$ cat src/iercoal_pkg.sv
`default_nettype none

package iercoal_pkg;

   // Width of the motion and wheel accumulators (8 to 32).
   localparam int DELTA_WIDTH = 16;
   // The sum of an accumulator and a 32-bit event value, one bit of headroom.
   localparam int SUM_WIDTH   = ((DELTA_WIDTH > 32) ? DELTA_WIDTH : 32) + 1;
   localparam int OUT_DELTA_WIDTH = 16;
   localparam int BUTTON_COUNT    = 5;

   localparam logic signed [DELTA_WIDTH-1:0] DELTA_MAX = {1'b0, {(DELTA_WIDTH-1){1'b1}}};
   localparam logic signed [DELTA_WIDTH-1:0] DELTA_MIN = {1'b1, {(DELTA_WIDTH-1){1'b0}}};

   // Source device.
   localparam logic SRC_KEYBOARD = 1'b0;
   localparam logic SRC_POINTER  = 1'b1;

   // Event types.
   localparam logic [4:0] EV_SYN = 5'd0;
   localparam logic [4:0] EV_KEY = 5'd1;
   localparam logic [4:0] EV_REL = 5'd2;

   // Event codes.
   localparam logic [15:0] SYNC_FLUSH  = 16'd0;
   localparam logic [15:0] SYNC_LOST   = 16'd3;
   localparam logic [15:0] REL_X       = 16'd0;
   localparam logic [15:0] REL_Y       = 16'd1;
   localparam logic [15:0] REL_HSCROLL = 16'd6;
   localparam logic [15:0] REL_VSCROLL = 16'd8;
   localparam logic [15:0] KEY_FIRST   = 16'd1;
   localparam logic [15:0] KEY_LAST    = 16'd767;
   localparam logic [15:0] BTN_FIRST   = 16'h0110;
   localparam logic [15:0] BTN_LAST    = 16'h0114;

   // Result kinds.
   localparam logic [1:0] KIND_KEY      = 2'd0;
   localparam logic [1:0] KIND_REPORT   = 2'd1;
   localparam logic [1:0] KIND_OVERFLOW = 2'd2;

   typedef struct packed {
      logic               source;
      logic [4:0]         ev_class;
      logic [15:0]        event_code;
      logic signed [31:0] event_value;
   } event_req_type;

   typedef struct packed {
      logic [1:0]                         result_kind;
      logic [31:0]                        stream_tag;
      logic [9:0]                         key_code;
      logic [1:0]                         key_state;
      logic signed [OUT_DELTA_WIDTH-1:0]  delta_x;
      logic signed [OUT_DELTA_WIDTH-1:0]  delta_y;
      logic signed [OUT_DELTA_WIDTH-1:0]  wheel_vert;
      logic signed [OUT_DELTA_WIDTH-1:0]  wheel_horiz;
      logic [BUTTON_COUNT-1:0]            button_bits;
   } rsp_type;

   // Saturating add of a signed event value into an accumulator.
   function automatic logic signed [DELTA_WIDTH-1:0] sat_add(
      input logic signed [DELTA_WIDTH-1:0] acc,
      input logic signed [31:0]            val
   );
      logic signed [SUM_WIDTH-1:0] sum;
      logic signed [SUM_WIDTH-1:0] hi;
      logic signed [SUM_WIDTH-1:0] lo;
      sum = SUM_WIDTH'(acc) + SUM_WIDTH'(val);
      hi  = SUM_WIDTH'(DELTA_MAX);
      lo  = SUM_WIDTH'(DELTA_MIN);
      if (sum > hi) begin
         return DELTA_MAX;
      end else if (sum < lo) begin
         return DELTA_MIN;
      end
      return sum[DELTA_WIDTH-1:0];
   endfunction

   // Low bits of the sign-extended accumulator, as the result field carries them.
   function automatic logic signed [OUT_DELTA_WIDTH-1:0] to_out_delta(
      input logic signed [DELTA_WIDTH-1:0] acc
   );
      logic [OUT_DELTA_WIDTH+DELTA_WIDTH-1:0] ext;
      ext = {{OUT_DELTA_WIDTH{acc[DELTA_WIDTH-1]}}, acc};
      return ext[OUT_DELTA_WIDTH-1:0];
   endfunction

endpackage

`default_nettype wire

$ cat src/iercoal_in_stage.sv
`default_nettype none

module iercoal_in_stage (
   input  wire logic                      clock,
   input  wire logic                      reset,
   input  wire logic                      req_valid,
   output      logic                      req_ready,
   input  wire iercoal_pkg::event_req_type req_event,
   input  wire logic                      pop,
   output      logic                      held_valid,
   output      iercoal_pkg::event_req_type held_event
);
   import iercoal_pkg::*;

   logic          valid_ff;
   logic          valid_in;
   event_req_type event_ff;

   // The stage refills in the same cycle that its request moves on.
   assign req_ready = !valid_ff || pop;
   assign valid_in  = req_ready ? req_valid : valid_ff;

   always_ff @(posedge clock) begin
      if (reset) begin
         valid_ff <= 1'b0;
      end else begin
         valid_ff <= valid_in;
      end
   end

   always_ff @(posedge clock) begin
      if (req_ready && req_valid) begin
         event_ff <= req_event;
      end
   end

   assign held_valid = valid_ff;
   assign held_event = event_ff;

endmodule

`default_nettype wire

$ cat src/iercoal_engine.sv
`default_nettype none

module iercoal_engine (
   input  wire logic                      clock,
   input  wire logic                      reset,
   input  wire logic                      held_valid,
   input  wire iercoal_pkg::event_req_type held_event,
   input  wire logic                      out_free,
   input  wire logic [31:0]               stream_id,
   output      logic                      pop,
   output      logic                      has_result,
   output      iercoal_pkg::rsp_type      result
);
   import iercoal_pkg::*;

   logic signed [DELTA_WIDTH-1:0] acc_dx_ff, acc_dx_in;
   logic signed [DELTA_WIDTH-1:0] acc_dy_ff, acc_dy_in;
   logic signed [DELTA_WIDTH-1:0] acc_wheel_v_ff, acc_wheel_v_in;
   logic signed [DELTA_WIDTH-1:0] acc_wheel_h_ff, acc_wheel_h_in;
   logic [BUTTON_COUNT-1:0]       held_buttons_ff, held_buttons_in;
   logic                          report_pending_ff, report_pending_in;
   logic                          halted_ff, halted_in;

   logic        is_dropped;
   logic        is_key_fwd;
   logic        is_btn;
   logic        is_report;
   logic        val_is_state;
   logic [BUTTON_COUNT-1:0] btn_bit;

   assign pop = held_valid && out_free;

   assign val_is_state = (held_event.event_value[31:2] == 30'd0)
                         && (held_event.event_value[1:0] != 2'd3);
   assign is_dropped = (held_event.ev_class == EV_SYN)
                       && (held_event.event_code == SYNC_LOST);
   assign is_key_fwd = (held_event.source == SRC_KEYBOARD)
                       && (held_event.ev_class == EV_KEY)
                       && (held_event.event_code >= KEY_FIRST)
                       && (held_event.event_code <= KEY_LAST) && val_is_state;
   assign is_btn     = (held_event.source == SRC_POINTER)
                       && (held_event.ev_class == EV_KEY)
                       && (held_event.event_code >= BTN_FIRST)
                       && (held_event.event_code <= BTN_LAST);
   assign is_report  = (held_event.source == SRC_POINTER)
                       && (held_event.ev_class == EV_SYN)
                       && (held_event.event_code == SYNC_FLUSH);
   // Button codes start on an aligned boundary, so the low bits pick the bit.
   assign btn_bit = BUTTON_COUNT'(1) << held_event.event_code[2:0];

   always_comb begin
      acc_dx_in         = acc_dx_ff;
      acc_dy_in         = acc_dy_ff;
      acc_wheel_v_in    = acc_wheel_v_ff;
      acc_wheel_h_in    = acc_wheel_h_ff;
      held_buttons_in   = held_buttons_ff;
      report_pending_in = report_pending_ff;
      halted_in         = halted_ff;
      has_result        = 1'b0;
      result            = '0;
      result.stream_tag = stream_id;

      if (!halted_ff) begin
         if (is_dropped) begin
            halted_in          = 1'b1;
            has_result         = 1'b1;
            result.result_kind = KIND_OVERFLOW;
         end else if (is_key_fwd) begin
            has_result         = 1'b1;
            result.result_kind = KIND_KEY;
            result.key_code    = held_event.event_code[9:0];
            result.key_state   = held_event.event_value[1:0];
         end else if (held_event.source == SRC_POINTER
                      && held_event.ev_class == EV_REL) begin
            case (held_event.event_code)
               REL_X: begin
                  acc_dx_in         = sat_add(acc_dx_ff, held_event.event_value);
                  report_pending_in = 1'b1;
               end
               REL_Y: begin
                  acc_dy_in         = sat_add(acc_dy_ff, held_event.event_value);
                  report_pending_in = 1'b1;
               end
               REL_VSCROLL: begin
                  acc_wheel_v_in    = sat_add(acc_wheel_v_ff, held_event.event_value);
                  report_pending_in = 1'b1;
               end
               REL_HSCROLL: begin
                  acc_wheel_h_in    = sat_add(acc_wheel_h_ff, held_event.event_value);
                  report_pending_in = 1'b1;
               end
               default: begin
               end
            endcase
         end else if (is_btn) begin
            if (held_event.event_value != 32'sd0) begin
               held_buttons_in = held_buttons_ff | btn_bit;
            end else begin
               held_buttons_in = held_buttons_ff & ~btn_bit;
            end
            report_pending_in = 1'b1;
         end else if (is_report && report_pending_ff) begin
            has_result         = 1'b1;
            result.result_kind = KIND_REPORT;
            result.delta_x     = to_out_delta(acc_dx_ff);
            result.delta_y     = to_out_delta(acc_dy_ff);
            result.wheel_vert  = to_out_delta(acc_wheel_v_ff);
            result.wheel_horiz = to_out_delta(acc_wheel_h_ff);
            result.button_bits = held_buttons_ff;
            acc_dx_in          = '0;
            acc_dy_in          = '0;
            acc_wheel_v_in     = '0;
            acc_wheel_h_in     = '0;
            report_pending_in  = 1'b0;
         end
      end
   end

   always_ff @(posedge clock) begin
      if (reset) begin
         acc_dx_ff         <= '0;
         acc_dy_ff         <= '0;
         acc_wheel_v_ff    <= '0;
         acc_wheel_h_ff    <= '0;
         held_buttons_ff   <= '0;
         report_pending_ff <= 1'b0;
         halted_ff         <= 1'b0;
      end else if (pop) begin
         acc_dx_ff         <= acc_dx_in;
         acc_dy_ff         <= acc_dy_in;
         acc_wheel_v_ff    <= acc_wheel_v_in;
         acc_wheel_h_ff    <= acc_wheel_h_in;
         held_buttons_ff   <= held_buttons_in;
         report_pending_ff <= report_pending_in;
         halted_ff         <= halted_in;
      end
   end

   a_halt_sticky: assert property (@(posedge clock) disable iff (reset)
      halted_ff |=> halted_ff)
      else $error("halt flag cleared without reset");

   a_halt_silent: assert property (@(posedge clock) disable iff (reset)
      halted_ff |-> !has_result)
      else $error("halted block produced a result");

   a_overflow_halts: assert property (@(posedge clock) disable iff (reset)
      (pop && has_result && result.result_kind == KIND_OVERFLOW) |=> halted_ff)
      else $error("overflow result did not halt the block");

   a_report_clears: assert property (@(posedge clock) disable iff (reset)
      (pop && has_result && result.result_kind == KIND_REPORT)
      |=> (!report_pending_ff && acc_dx_ff == '0 && acc_dy_ff == '0))
      else $error("report did not clear pending state");

endmodule

`default_nettype wire

$ cat src/iercoal_out_stage.sv
`default_nettype none

module iercoal_out_stage (
   input  wire logic                 clock,
   input  wire logic                 reset,
   input  wire logic                 load,
   input  wire iercoal_pkg::rsp_type load_result,
   input  wire logic                 rsp_ready,
   output      logic                 out_free,
   output      logic                 rsp_valid,
   output      iercoal_pkg::rsp_type rsp_result
);
   import iercoal_pkg::*;

   logic    valid_ff;
   logic    valid_in;
   rsp_type result_ff;

   assign out_free = !valid_ff || rsp_ready;
   assign valid_in = out_free ? load : valid_ff;

   always_ff @(posedge clock) begin
      if (reset) begin
         valid_ff <= 1'b0;
      end else begin
         valid_ff <= valid_in;
      end
   end

   always_ff @(posedge clock) begin
      if (out_free && load) begin
         result_ff <= load_result;
      end
   end

   assign rsp_valid  = valid_ff;
   assign rsp_result = result_ff;

endmodule

`default_nettype wire

$ cat src/input_event_report_coalescer_core.sv
// Input event report coalescer.
//
// Requests enter on the req_ channel (valid/ready), one input event each:
// source device, evdev type, code and signed value. Results leave on the
// rsp_ channel (valid/ready), at most one per request: a forwarded keyboard
// key, a coalesced pointer report, or an overflow error. The csr_ channel
// writes the stream identifier that is copied into every result; it is
// always ready and should only be written while no request is in flight.
//
// A request is accepted into the input register and its result is then
// loaded into the result register, where rsp_valid marks it for the
// receiver. One request per cycle is sustained while rsp_ready stays high,
// with the decode and saturating add combinational between the two
// registers. When the receiver stalls, the result register holds its result
// and the input register holds one more request; req_ready then drops until
// rsp_ready returns.
//
// Reset clears the accumulators, buttons, pending and halt flags, both
// stage valid bits and the stream identifier. After a dropped-sync event
// the block swallows every request until the next reset.
`default_nettype none

module input_event_report_coalescer_core (
   input  wire logic        clock,
   input  wire logic        reset,

   input  wire logic        req_valid,
   output      logic        req_ready,
   input  wire logic        req_source,
   input  wire logic [4:0]  req_ev_class,
   input  wire logic [15:0] req_event_code,
   input  wire logic signed [31:0] req_event_value,

   output      logic        rsp_valid,
   input  wire logic        rsp_ready,
   output      logic [1:0]  rsp_result_kind,
   output      logic [31:0] rsp_stream_tag,
   output      logic [9:0]  rsp_key_code,
   output      logic [1:0]  rsp_key_state,
   output      logic signed [15:0] rsp_delta_x,
   output      logic signed [15:0] rsp_delta_y,
   output      logic signed [15:0] rsp_wheel_vert,
   output      logic signed [15:0] rsp_wheel_horiz,
   output      logic [4:0]  rsp_button_bits,

   input  wire logic        csr_valid,
   output      logic        csr_ready,
   input  wire logic [31:0] csr_stream_id
);
   import iercoal_pkg::*;

   logic          stream_id_ff;
   logic [31:0]   stream_id_reg_ff;
   event_req_type req_event;
   event_req_type held_event;
   logic          held_valid;
   logic          pop;
   logic          has_result;
   logic          out_free;
   rsp_type       result;
   rsp_type       rsp_result;

   // The stream identifier register takes a write in any cycle.
   assign csr_ready = 1'b1;

   always_ff @(posedge clock) begin
      if (reset) begin
         stream_id_reg_ff <= '0;
         stream_id_ff     <= 1'b0;
      end else if (csr_valid) begin
         stream_id_reg_ff <= csr_stream_id;
         stream_id_ff     <= 1'b1;
      end
   end

   assign req_event.source      = req_source;
   assign req_event.ev_class    = req_ev_class;
   assign req_event.event_code  = req_event_code;
   assign req_event.event_value = req_event_value;

   // Input register: holds one request while the engine waits for room.
   iercoal_in_stage u_in_stage (
      .clock      (clock),
      .reset      (reset),
      .req_valid  (req_valid),
      .req_ready  (req_ready),
      .req_event  (req_event),
      .pop        (pop),
      .held_valid (held_valid),
      .held_event (held_event)
   );

   // Decode, accumulate and build the result.
   iercoal_engine u_engine (
      .clock      (clock),
      .reset      (reset),
      .held_valid (held_valid),
      .held_event (held_event),
      .out_free   (out_free),
      .stream_id  (stream_id_reg_ff),
      .pop        (pop),
      .has_result (has_result),
      .result     (result)
   );

   // Result register: parts the engine from a stalled receiver.
   iercoal_out_stage u_out_stage (
      .clock       (clock),
      .reset       (reset),
      .load        (pop && has_result),
      .load_result (result),
      .rsp_ready   (rsp_ready),
      .out_free    (out_free),
      .rsp_valid   (rsp_valid),
      .rsp_result  (rsp_result)
   );

   assign rsp_result_kind = rsp_result.result_kind;
   assign rsp_stream_tag  = rsp_result.stream_tag;
   assign rsp_key_code    = rsp_result.key_code;
   assign rsp_key_state   = rsp_result.key_state;
   assign rsp_delta_x     = rsp_result.delta_x;
   assign rsp_delta_y     = rsp_result.delta_y;
   assign rsp_wheel_vert  = rsp_result.wheel_vert;
   assign rsp_wheel_horiz = rsp_result.wheel_horiz;
   assign rsp_button_bits = rsp_result.button_bits;

   a_no_orphan_result: assert property (@(posedge clock) disable iff (reset)
      (rsp_valid && !rsp_ready) |=> rsp_valid)
      else $error("result dropped while the receiver stalled");

   a_stream_written: assert property (@(posedge clock) disable iff (reset)
      (stream_id_ff == 1'b0) |-> (stream_id_reg_ff == 32'd0))
      else $error("stream identifier changed without a write");

   a_config_tracks: assert property (@(posedge clock) disable iff (reset)
      csr_valid |=> (stream_id_reg_ff == $past(csr_stream_id)))
      else $error("stream identifier write lost");

endmodule

`default_nettype wire

$ cat config.mk
export PLATFORM = sky130hd
export DESIGN_NAME = input_event_report_coalescer_core
export DESIGN_NICKNAME = d
export VERILOG_FILES = /design/src/iercoal_pkg.sv /design/src/iercoal_in_stage.sv /design/src/iercoal_engine.sv /design/src/iercoal_out_stage.sv /design/src/input_event_report_coalescer_core.sv
export SDC_FILE = /design/constraint.sdc
export NUM_CORES = 1
export LEC_CHECK = 0
export BUFFER_PORTS_ARGS = -buffer_cell sky130_fd_sc_hd__buf_2
export CORE_ASPECT_RATIO = 1.1
export CORE_UTILIZATION = 45
export CTS_BUF_LIST = sky130_fd_sc_hd__clkbuf_16
export CTS_CLUSTER_DIAMETER = 120
export DETAILED_ROUTE_END_ITERATION = 12
export HOLD_SLACK_MARGIN = 0.08
export PLACE_DENSITY = 0.76
export SLEW_MARGIN = 20
export SYNTH_ARGS = -nofsm -noshare
export SYNTH_HDL_FRONTEND = slang
export SYNTH_SLANG_ARGS = --single-unit
$ cat constraint.sdc
create_clock -name clock -period 15 [get_ports clock]
set_clock_uncertainty 0.1 [all_clocks]
set_input_delay 0 -clock clock [delete_from_list [all_inputs] [get_ports clock]]
set_output_delay 0 -clock clock [all_outputs]
set_load 0.005 [all_outputs]
Word level (Yosys, flattened, before mapping)
Index checks and enable logic that the tools add are counted.
{"block": "word_totals", "regBits": 274, "output_inout_bits": 118}
{"block": "op_classes", "add_sub_neg": 4, "n_lt_le_gt_ge": 12, "eq_ne": 13, "shift": 1, "n_mux": 68, "bitwise_logic": 9, "reduce_logical": 37}
{"cell": "$mux W16", "n": 22}
{"cell": "$add A16 B32 Y33", "n": 4}
{"cell": "$gt A33 B16 Y1 const B", "n": 4}
{"cell": "$lt A33 B16 Y1 const B", "n": 4}
{"cell": "$mux W1", "n": 41}
{"cell": "$reduce_bool A32 Y1", "n": 1}
{"cell": "$logic_not A30 Y1", "n": 1}
{"cell": "$reduce_and A7 Y1", "n": 4}
{"cell": "$logic_and A1 B1 Y1", "n": 17}
{"cell": "$eq A16 B1 Y1 const B", "n": 1}
{"cell": "$eq A16 B2 Y1 const B", "n": 1}
{"cell": "$eq A16 B3 Y1 const B", "n": 1}
{"cell": "$eq A16 B4 Y1 const B", "n": 1}
{"cell": "$ge A16 B1 Y1 const B", "n": 1}
{"cell": "$ge A16 B9 Y1 const B", "n": 1}
{"cell": "$le A16 B10 Y1 const B", "n": 1}
{"cell": "$le A16 B9 Y1 const B", "n": 1}
{"cell": "$logic_not A16 Y1", "n": 1}
{"cell": "$ne A2 B2 Y1 const B", "n": 6}
{"cell": "$reduce_and A6 Y1", "n": 2}
{"cell": "$mux W2", "n": 4}
{"cell": "$not A1 Y1", "n": 6}
{"cell": "$reduce_or A6 Y1", "n": 1}
{"cell": "$and A5 B5 Y5", "n": 1}
{"cell": "15 further kinds", "n": 17}

Longest topological paths before layout
Gate-level depths: netlist of run 1.
{"block": "depth", "depth_word": 12, "ltp_mapped": 15, "ltp_nobuf": 14}

Cells and area by module
A second synthesis of run 1 with hierarchy kept.
{"block": "hier_totals", "hier_cells": 2004, "area_unflattened_um2": 18408.9}
{"module": "iercoal_engine", "n_inst": 1, "cells_per_inst": 1719, "area_per_inst_um2": 12042.8, "seq_area_each_um2": 1421.4}
{"module": "iercoal_out_stage", "n_inst": 1, "cells_per_inst": 120, "area_per_inst_um2": 3508.4, "seq_area_each_um2": 3473.3}
{"module": "iercoal_in_stage", "n_inst": 1, "cells_per_inst": 59, "area_per_inst_um2": 1676.6, "seq_area_each_um2": 1641.6}
{"module": "input_event_report_coalescer_core", "n_inst": 1, "cells_per_inst": 106, "area_per_inst_um2": 1181.1, "seq_area_each_um2": 640.6}

Worst setup path before layout of run 1
No wires, ideal clock.
{"block": "synth_timing", "kind": "register to register", "from": "register u_in_stage.event_ff (netlist bit u_in_stage.held_event[41])", "to": "register u_out_stage.result_ff (netlist bit u_out_stage.rsp_result[0]), enable pin", "setup_ns": 0.798, "t_arrival_ns": 10.700, "slack_ns": 3.402, "path_stages_with_launch": 7, "period_less_slack_ns": 11.598, "path_cell_list": "edfxtp_1 > nor4_1 > nand4_1 > or4_1 > or4b_1 > buf_2 > a311oi_1"}
{"block": "synth_via", "elab_chain_cells": 11, "word_cells_on_any_way": 22, "classes_between": "4 x order compare; 1 x eq/ne; 6 x mux; 11 x reduce/logical"}
{"element": "start, declared", "line": "iercoal_in_stage.sv:17", "rtl": "event_req_type event_ff;"}
{"element": "start signal, assigned", "line": "iercoal_in_stage.sv:33", "rtl": "event_ff <= req_event;"}
{"element": "branches (longest 7 deep; another with $ge A16 B9 Y1)"}
{"element": "$mux W1 *", "line": "iercoal_engine.sv:64", "rtl": "if (is_dropped) begin"}
{"element": "$mux W1 *", "line": "iercoal_engine.sv:63", "rtl": "if (!halted_ff) begin"}
{"element": "$logic_and A1 B1 Y1 *", "line": "input_event_report_coalescer_core.sv:110", "rtl": ".load (pop && has_result),"}
{"element": "$logic_and A1 B1 Y1 *", "line": "iercoal_out_stage.sv:31", "rtl": "if (out_free && load) begin"}
{"element": "end signal, assigned", "line": "iercoal_out_stage.sv:32", "rtl": "result_ff <= load_result;"}
{"element": "end, declared", "line": "iercoal_out_stage.sv:17", "rtl": "rsp_type result_ff;"}
Mark *: on every way between the ends.
A chain may end at the register's enable or synchronous reset.

Final worst setup path of run 1
{"block": "layout_timing", "from": "register u_in_stage.event_ff (netlist bit u_in_stage.held_event[8])", "to": "register u_engine.acc_wheel_v_ff[7]"}
{"block": "layout_via", "elab_chain_cells": 12, "word_cells_on_any_way": 19, "classes_between": "1 x add/sub; 2 x order compare; 11 x mux; 1 x bitwise; 4 x reduce/logical"}
{"element": "$add A16 B32 Y33", "line": "iercoal_pkg.sv:68", "rtl": "sum = SUM_WIDTH'(acc) + SUM_WIDTH'(val);"}
{"element": "$lt A33 B16 Y1", "line": "iercoal_pkg.sv:73", "rtl": "end else if (sum < lo) begin"}
{"element": "$mux W1", "line": "iercoal_pkg.sv:73"}
{"element": "$mux W1", "line": "iercoal_pkg.sv:71", "rtl": "if (sum > hi) begin"}
{"element": "$mux W1", "line": "iercoal_engine.sv:75", "rtl": "case (held_event.event_code)"}
{"element": "$mux W1", "line": "iercoal_engine.sv:73", "rtl": "end else if (held_event.source == SRC_POINTER"}
{"element": "$mux W1", "line": "iercoal_engine.sv:68", "rtl": "end else if (is_key_fwd) begin"}
{"element": "$mux W1", "line": "iercoal_engine.sv:64"}
{"element": "$mux W1", "line": "iercoal_engine.sv:63"}
{"element": "$mux W16", "line": "iercoal_pkg.sv:76", "rtl": "return sum[DELTA_WIDTH-1:0];"}
{"element": "$mux W16", "line": "iercoal_engine.sv:75"}
{"element": "$mux W16", "line": "iercoal_engine.sv:73"}
{"element": "end signal, assigned", "line": "iercoal_engine.sv:131", "rtl": "acc_wheel_v_ff <= acc_wheel_v_in;"}
{"element": "end, declared", "line": "iercoal_engine.sv:18", "rtl": "logic signed [DELTA_WIDTH-1:0] acc_wheel_v_ff, acc_wheel_v_in;"}
Several ways; a longest one is shown, not always the timed one. The select of a mux whose other input is x is not followed.

==> impl_results.md, run 1 <==
- CTS tree: yes
- Post-synth EDFFs: 169
- P&R area growth vs syn: 24.7%
- Syn Area/Cell: 9.16 sq um
- Net Count, Synth: 2173
- CTS sink count: 274
- Tcrit/Tclk final: 33.8%
- RR Endpoint: u_engine.acc_wheel_v_ff[7]
- Final wirelength: 57600 um
- Total track usage: 27.7%
- Ys flop type: edfxtp_1
- Synth area leader: edfxtp_1
- Grt met1 use: 35.6%
- Final setup TNS: 0 ps
- # resized after CTS: 0
- Period minus WS final: 5070 ps
- Vias in the first global route: 16400
- Full die area: 40500 sq um
- Reg2reg start: u_in_stage.held_event[8]
- Largest stage delay on the critical path: 690 ps
- Flops & latches, synth: 274
- Placed inst area: 19300 sq um
- Hold Path Class: in2reg
- Largest net degree at the start of global routing: 70
- Total CTS buffers: 29
- Gate Count Post-Synth: 1950
- Total of max-cap violations: 0
- Critical Path AT: 5470 ps
- Routed Antenna Nets: 0
- Max Buffers Root-to-Sink: 3
- CP Class: reg2reg
- Final hold slack: 219 ps
- Yosys cell types: 88
- Depth of the CTS H-tree: 1
- Die Wd: 192 um
- CP top delay family: compound AO/OA/AOI/OAI gates
- GR Util met2: 47.5%
- Worst-case vdd ir drop: 0.000103 V
- Fmax achieved: 197 MHz
- Starting Density: 45.6%
- Buf/Inv on CP: 0
- Share of the synthesized area in the top cell type: 28.4%
- Crit. path cell count: 12
- Cell area after synthesis: 17900 sq um
- Ant. Diodes: 0
- Slew Viols, Final: 0
- Most frequent cells in the layout: buf_2 (206), dlygate4sd3_1 (196), a21oi_1 (195), nand2_1 (194), edfxtp_1 (169)
- Final #Nets: 2536
- Detailed Place HPWL: 40300 um
- CP startpoint kind: flip-flop
- R2R depth: 12
- Synth warnings: 0
- Final Wtd Congestion: 0.976
- Via-to-Cell Ratio: 6.02
- Drt pass-1 iters: 7
- Final Hold Fails: 0
- Cell Rows: 76
- RSZ-0062 raised after global routing: no
- P_leak: 9.48 nW
- Finish-stage setup viols: 0
- DR iter-0 viols: 1363
- Hold path startpoint: rsp_ready
- Die height: 211 um
- Share of layout cells above drive strength 1: 12.8%
- Synth area leaders: edfxtp_1 (28%), dfxtp_1 (12%), ha_1 (9.0%), a21oi_1 (5.5%), nand2_1 (4.1%)
- Post-CTS setup buffers: 0
- Placed insts: 2591
- Slowest-stage cell, CP: a2111oi_0
- Cell area after layout: 22300 sq um
- CTS root buf: clkbuf_16
- Antenna violations before repair: 0
- DR DRC count: 0
- First-pass GRT wire length: 88600 um
- Status: complete, no violations
- Port bufs: 207
- Hold path depth: 5
- Met3 Use GR: 3.74%
- CP required: 15400 ps
- PwrDens: 81.8 nW/um^2
- Grt peak-use layer: met2
- Congestion Overflow GR: 0
- Later-pin clock latency in the skew report: 580 ps
- Vias: 17100
- Hold Path End: u_out_stage.rsp_valid
- Slew headroom: 23.5%
- Synth async-reset ratio: 0%
- # fillers: 3300
- Crit-path cells: ha_1 > nand2_1 > a2111oi_0 > o21ai_1 > a31o_2 > nand3_1 > xor2_1 > or4bb_1 > nor4b_1 > a32oi_1 > or2_1 > o21ai_0
- Seq/Total Area, Yosys: 40.2%
- Finished Layout Cells: 2843
- Core area: 39200 sq um
- Final core utilization: 56.9%
- Commonest non-fill, non-tap cell in the layout: buf_2
- Ports: 209
- Per-cell routed wire length: 20.3 um
- Tightest Pin Transition: 1140 ps
- Clock slew at reported path FFs: 60 ps
- Crit. End Element: flip-flop
- Crit Path Max Fanout: 12
- R2r setup slk: 9930 ps
==> final cells by class <==
class                           instances  area [sq um]  area share (%)
Clock inverter                         23           200           0.899
Inverter                               35           131           0.590
Timing Repair Buffer                  413          3100            13.9
Clock buffer                           31           776            3.48
Multi-Input combinational cell       1560         10300            46.1
Tap cell                              507           634            2.85
Sequential cell                       274          7180            32.2
==> synth_stat cells, types with 14 or more instances <==
master	n
inv_1	35
nand4_1	35
xor2_1	42
nor2_1	144
nor3_1	45
o21ai_0	101
xnor2_1	46
a211oi_1	15
o211ai_1	24
nand2_1	194
o21a_1	14
nand2b_1	20
edfxtp_1	169
ha_1	128
dfxtp_1	105
a21o_1	49
clkbuf_1	69
a221oi_1	24
a21oi_1	196
a31oi_1	29
and2_1	96
nor4_1	24
nand3_1	61
or3_1	19
nor2b_1	16
mux2i_1	42
o21bai_1	17
==> power breakdown <==
group	leakage [nW]	switching, W	internal (W)
registers	2.62	0.0000343	0.000814
logic	6.35	0.000126	0.000106
clock network	0.505	0.000328	0.000414
==> stage by stage <==
step | setup slack, ps | power [W]
after floorplan | 3400 | 0.000977
after global placement | 10030 | 0.00104
after detailed placement | 10000 | 0.00104
after CTS | 9970 | 0.00182
after global routing | 9550 | 0.00188
final | 9930 | 0.00182
==> worst max-delay path by stage <==
stage,start,end,slack (ps)
6_report,u_in_stage.held_event[8],u_engine.acc_wheel_v_ff[7],9930
5_1_grt,u_engine.acc_wheel_v_ff[15],u_engine.acc_wheel_v_ff[9],9550
4_1_cts,u_in_stage.held_event[1],u_engine.acc_wheel_h_ff[2],9970
3_5_place_dp,u_in_stage.held_event[1],u_engine.acc_wheel_h_ff[2],10000
3_3_place_gp,u_in_stage.held_event[8],u_engine.acc_wheel_v_ff[7],10030
2_1_floorplan,u_in_stage.held_event[41],u_out_stage.rsp_result[0],3400
==> flip-flops by register name, summed over array words and instances (netlist names), 16 cells and up, named ones only <==
name and cells:
u_out_stage.rsp_result 115, u_in_stage.held_event 54, u_engine.acc_wheel_h_ff 16, u_engine.acc_dx_ff 16, stream_id_reg_ff 32, u_engine.acc_dy_ff 16
u_engine.acc_wheel_v_ff 16
==> logic make-up (layout without fill, tap and decap cells) <==
family          Yosys count  in the layout  share of synthesized area [%]
simple gates            732            732                           20.9
compound gates          564            564                           20.2
flops                   274            274                           40.2
fa+ha+maj               132            132                           9.41
buf+inv                 116            502                           2.56
xor+xnor                 88             88                           4.31
mux                      43             43                           2.42
other cells               1              1                         0.0210
==> worst reg2reg max path, delay by kind of cell, from the launching register on <==
kind                       cells  cell delay (ps)
AOI/OAI and AO/OA              5             1960
xor gates and xnor gates       1              240
adders and majority gates      1              490
DFF                            1              660
and+or+nand+nor                5             1550
==> metal layers <==
layer,wire length (um),part of all wire [%]
met1,24100,42
met2,27400,48
met3,4190,7.3
met4,1910,3.3
met5,0,0
==> timing repair <==
item                       CTS  global route
hold buffers               196             0
hold endpoints to repair   118             0
setup endpoints to repair    0             0
(Power assumes the default switching activity.)
==> run 2, diff against run 1 <==
clock period = 5.3 ns   (was 15 ns; I/O delays follow)
==> run 2 against run 1 <==
Against the previous run:
- worst hold slack lost 79 ps
- non-clock buffer count grew 9
- maximum frequency grew 4.9%
- critical endpoint is now u_engine.acc_wheel_h_ff[1]
- largest cell class unchanged
- largest power group unchanged
==> impl_results.md, run 2 (synthesis gave the netlist of run 1 again) <==
- Hold path depth: 3 (-2)
- Tightest Pin Transition: 1110 ps (-31.6 ps)
- Seq pwr share: 48.4% (+1.9 points)
- CP top delay family: simple AND/OR/NAND/NOR gates
- Total track usage: 27.4% (-0.27 points)
- CP required: 5660 ps (-9740 ps)
- Fmax achieved: 207 MHz (+4.9%)
- Per-cell routed wire length: 19.9 um (-2.0%)
- Max Buffers Root-to-Sink: 3 (unchanged)
- First-pass GRT wire length: 87900 um (-0.79%)
- Area of the multi-input gates: 10300 sq um (about the same)
- Port bufs: 207 (unchanged)
- CTS sink count: 274 (unchanged)
- Crit Path Max Fanout: 12 (unchanged)
- Sw frac: 26.5% (-0.24 points)
- Tcrit/Tclk final: 91.2% (+57 points)
- Crit. End Element: flip-flop
- Congestion Overflow GR: 0 (unchanged)
- Slew headroom: 26.1% (+2.6 points)
- Finish-stage setup viols: 0 (unchanged)
- Slowest-stage cell, CP: or4_2
- Uppermost routed layer: met4
- Via-to-Cell Ratio: 5.98 (-0.77%)
- Final hold slack: 139 ps (-79.4 ps)
- Crit-path cells: ha_1 > inv_1 > fa_1 > nand2b_1 > a21oi_1 > o211ai_1 > a21oi_1 > nor3_1 > or4_1 > or4_2 > nor4_1 > a22oi_1 > clkbuf_4 > and2_1 > a311oi_1
- P&R area growth vs syn: 24.6% (about the same)
- Finished Layout Cells: 2852 (+0.32%)
- Core area: 39200 sq um (unchanged)
- Final #Nets: 2545 (+0.35%)
- Cell Rows: 76 (unchanged)
- Buf/Inv on CP: 2 (+2)
- Internal power: 0.00364 W (+170%)
- Final Hold Fails: 0 (unchanged)
- Hold Path Class: in2reg
- Critical Path AT: 5200 ps (-270 ps)
- Total CTS buffers: 29 (unchanged)
- CP Class: reg2reg
- Largest register FFs: 115 (unchanged)
- Drt pass-1 iters: 6 (-1)
- Vias: 17000 (-0.46%)
- # fillers: 3344 (+1.3%)
- Comb pwr share: 13.0% (+0.3 points)
- R2R depth: 15 (+3)
- Most frequent cells in the layout: buf_2 (206), a21oi_1 (196), nand2_1 (194), dlygate4sd3_1 (188), edfxtp_1 (169)
- Cell area after layout: 22300 sq um (about the same)
- Slew Viols, Final: 0 (unchanged)
- Later-pin clock latency in the skew report: 570 ps (about the same)
- Sw power: 0.00132 W (+170%)
- Die height: 211 um (unchanged)
- DR iter-0 viols: 1295 (-5.0%)
- Tot Pwr: 0.00496 W (+170%)
- Register Area: 7180 sq um (unchanged)
- Clock slew at reported path FFs: 60 ps (about the same)
- Placed inst area: 19500 sq um (+0.91%)
- Detailed Place HPWL: 40200 um (about the same)
- Post-CTS setup buffers: 0 (unchanged)
- Die Wd: 192 um (unchanged)
- Hold Buf Count CTS: 188 (-4.1%)
- Depth of the CTS H-tree: 1 (unchanged)
- Worst-case vdd ir drop: 0.000293 V (+180%)
- Antenna violations before repair: 0 (unchanged)
- Clk pwr share: 38.6% (-2.1 points)
- Dpl ws: 505 ps (-9500 ps)
- Largest stage delay on the critical path: 670 ps (-20 ps)
- Status: complete, no violations
- Routed met1 length: 23600 um (-2.1%)
- Crit. path cell count: 15 (+3)
- Period minus WS final: 4840 ps (-237 ps)
- Met2 wire length: 26600 um (-2.9%)
- CTS tree: yes
- Share of layout cells above drive strength 1: 13.1% (+0.38 points)
- P_leak: 9.52 nW (+0.39%)
- PwrDens: 223 nW/um^2 (+170%)
- Ports: 209 (unchanged)
- Top cell by count, worst path: a21oi_1
- DR DRC count: 0 (unchanged)
- CP startpoint kind: flip-flop
- Routed Antenna Nets: 0 (unchanged)
- Starting Density: 45.6% (unchanged)
- Ant. Diodes: 0 (unchanged)
- CTS root buf: clkbuf_16
- Vias in the first global route: 16500 (+0.70%)
- Total of max-cap violations: 0 (unchanged)
- # resized after CTS: 0 (unchanged)
- Placed insts: 2608 (+0.66%)
- WL met3: 4170 um (-0.55%)
- RSZ-0062 raised after global routing: no
- Final setup margin: 464 ps (-9460 ps)
- Commonest non-fill, non-tap cell in the layout: buf_2
- Largest net degree at the start of global routing: 109 (+56%)
- Final wirelength: 56600 um (-1.7%)
- Final Wtd Congestion: 0.990 (+1.4%)
- Full die area: 40500 sq um (unchanged)
==> run 2: cell count changes in the layout (fill, tap and decap cells not counted), sizes merged <==
cell and change:
clkinvlp +2, dlygate4sd3 -8, bufinv -1, clkbuf -1, inv -3, clkinv +4
buf +16
==> run 2: per-stage QoR <==
stage,setup TNS [ps],utilization (%)
CTS,0,56.8
global placement,0,49.7
global route,0,56.8
finish,0,56.8
floorplan,-31580,-
detailed placement,0,49.7
==> run 2: final cells by class <==
cell class,instances,area share [%]
inverters,35,0.590
clock buffers,29,3.26
well taps,507,2.85
multi-input cells,1560,46.1
flip-flops and latches,274,32.2
clock inverters,25,0.697
repair buffers,422,14.3
==> run 2: path summary, 6_finish.rpt <==
kind	from	to	slack [ps]
max	u_in_stage.held_event[0]	u_engine.acc_wheel_h_ff[1]	460
min	csr_valid	stream_id_reg_ff[7]	140
max reg2reg	u_in_stage.held_event[0]	u_engine.acc_wheel_h_ff[1]	460
min reg2reg	stream_id_reg_ff[17]	u_out_stage.rsp_result[98]	330
==> run 2: power by group through the flow <==
stage	Combinational [W]	Sequential, W	Clock [W]
global placement	0.000504	0.00244	0
finish	0.000645	0.00240	0.00191
detailed placement	0.000513	0.00244	0
CTS	0.000627	0.00240	0.00193
global route	0.000705	0.00240	0.00203
floorplan	0.000382	0.00238	0
==> run 2: routing by layer <==
layer	global-route usage [%]	up-vias
li1	-	8099
met3	3.84	136
met2	46.4	715
met1	34.8	8094
met5	0	-
met4	11.2	0
==> run 2: worst reg2reg max path: cells and delay by family (launching register included) <==
family          cells  cell delay, ps
simple gates        6            1900
buf+inv             2             330
flops               1             610
compound gates      5            1130
fa+ha+maj           2             660
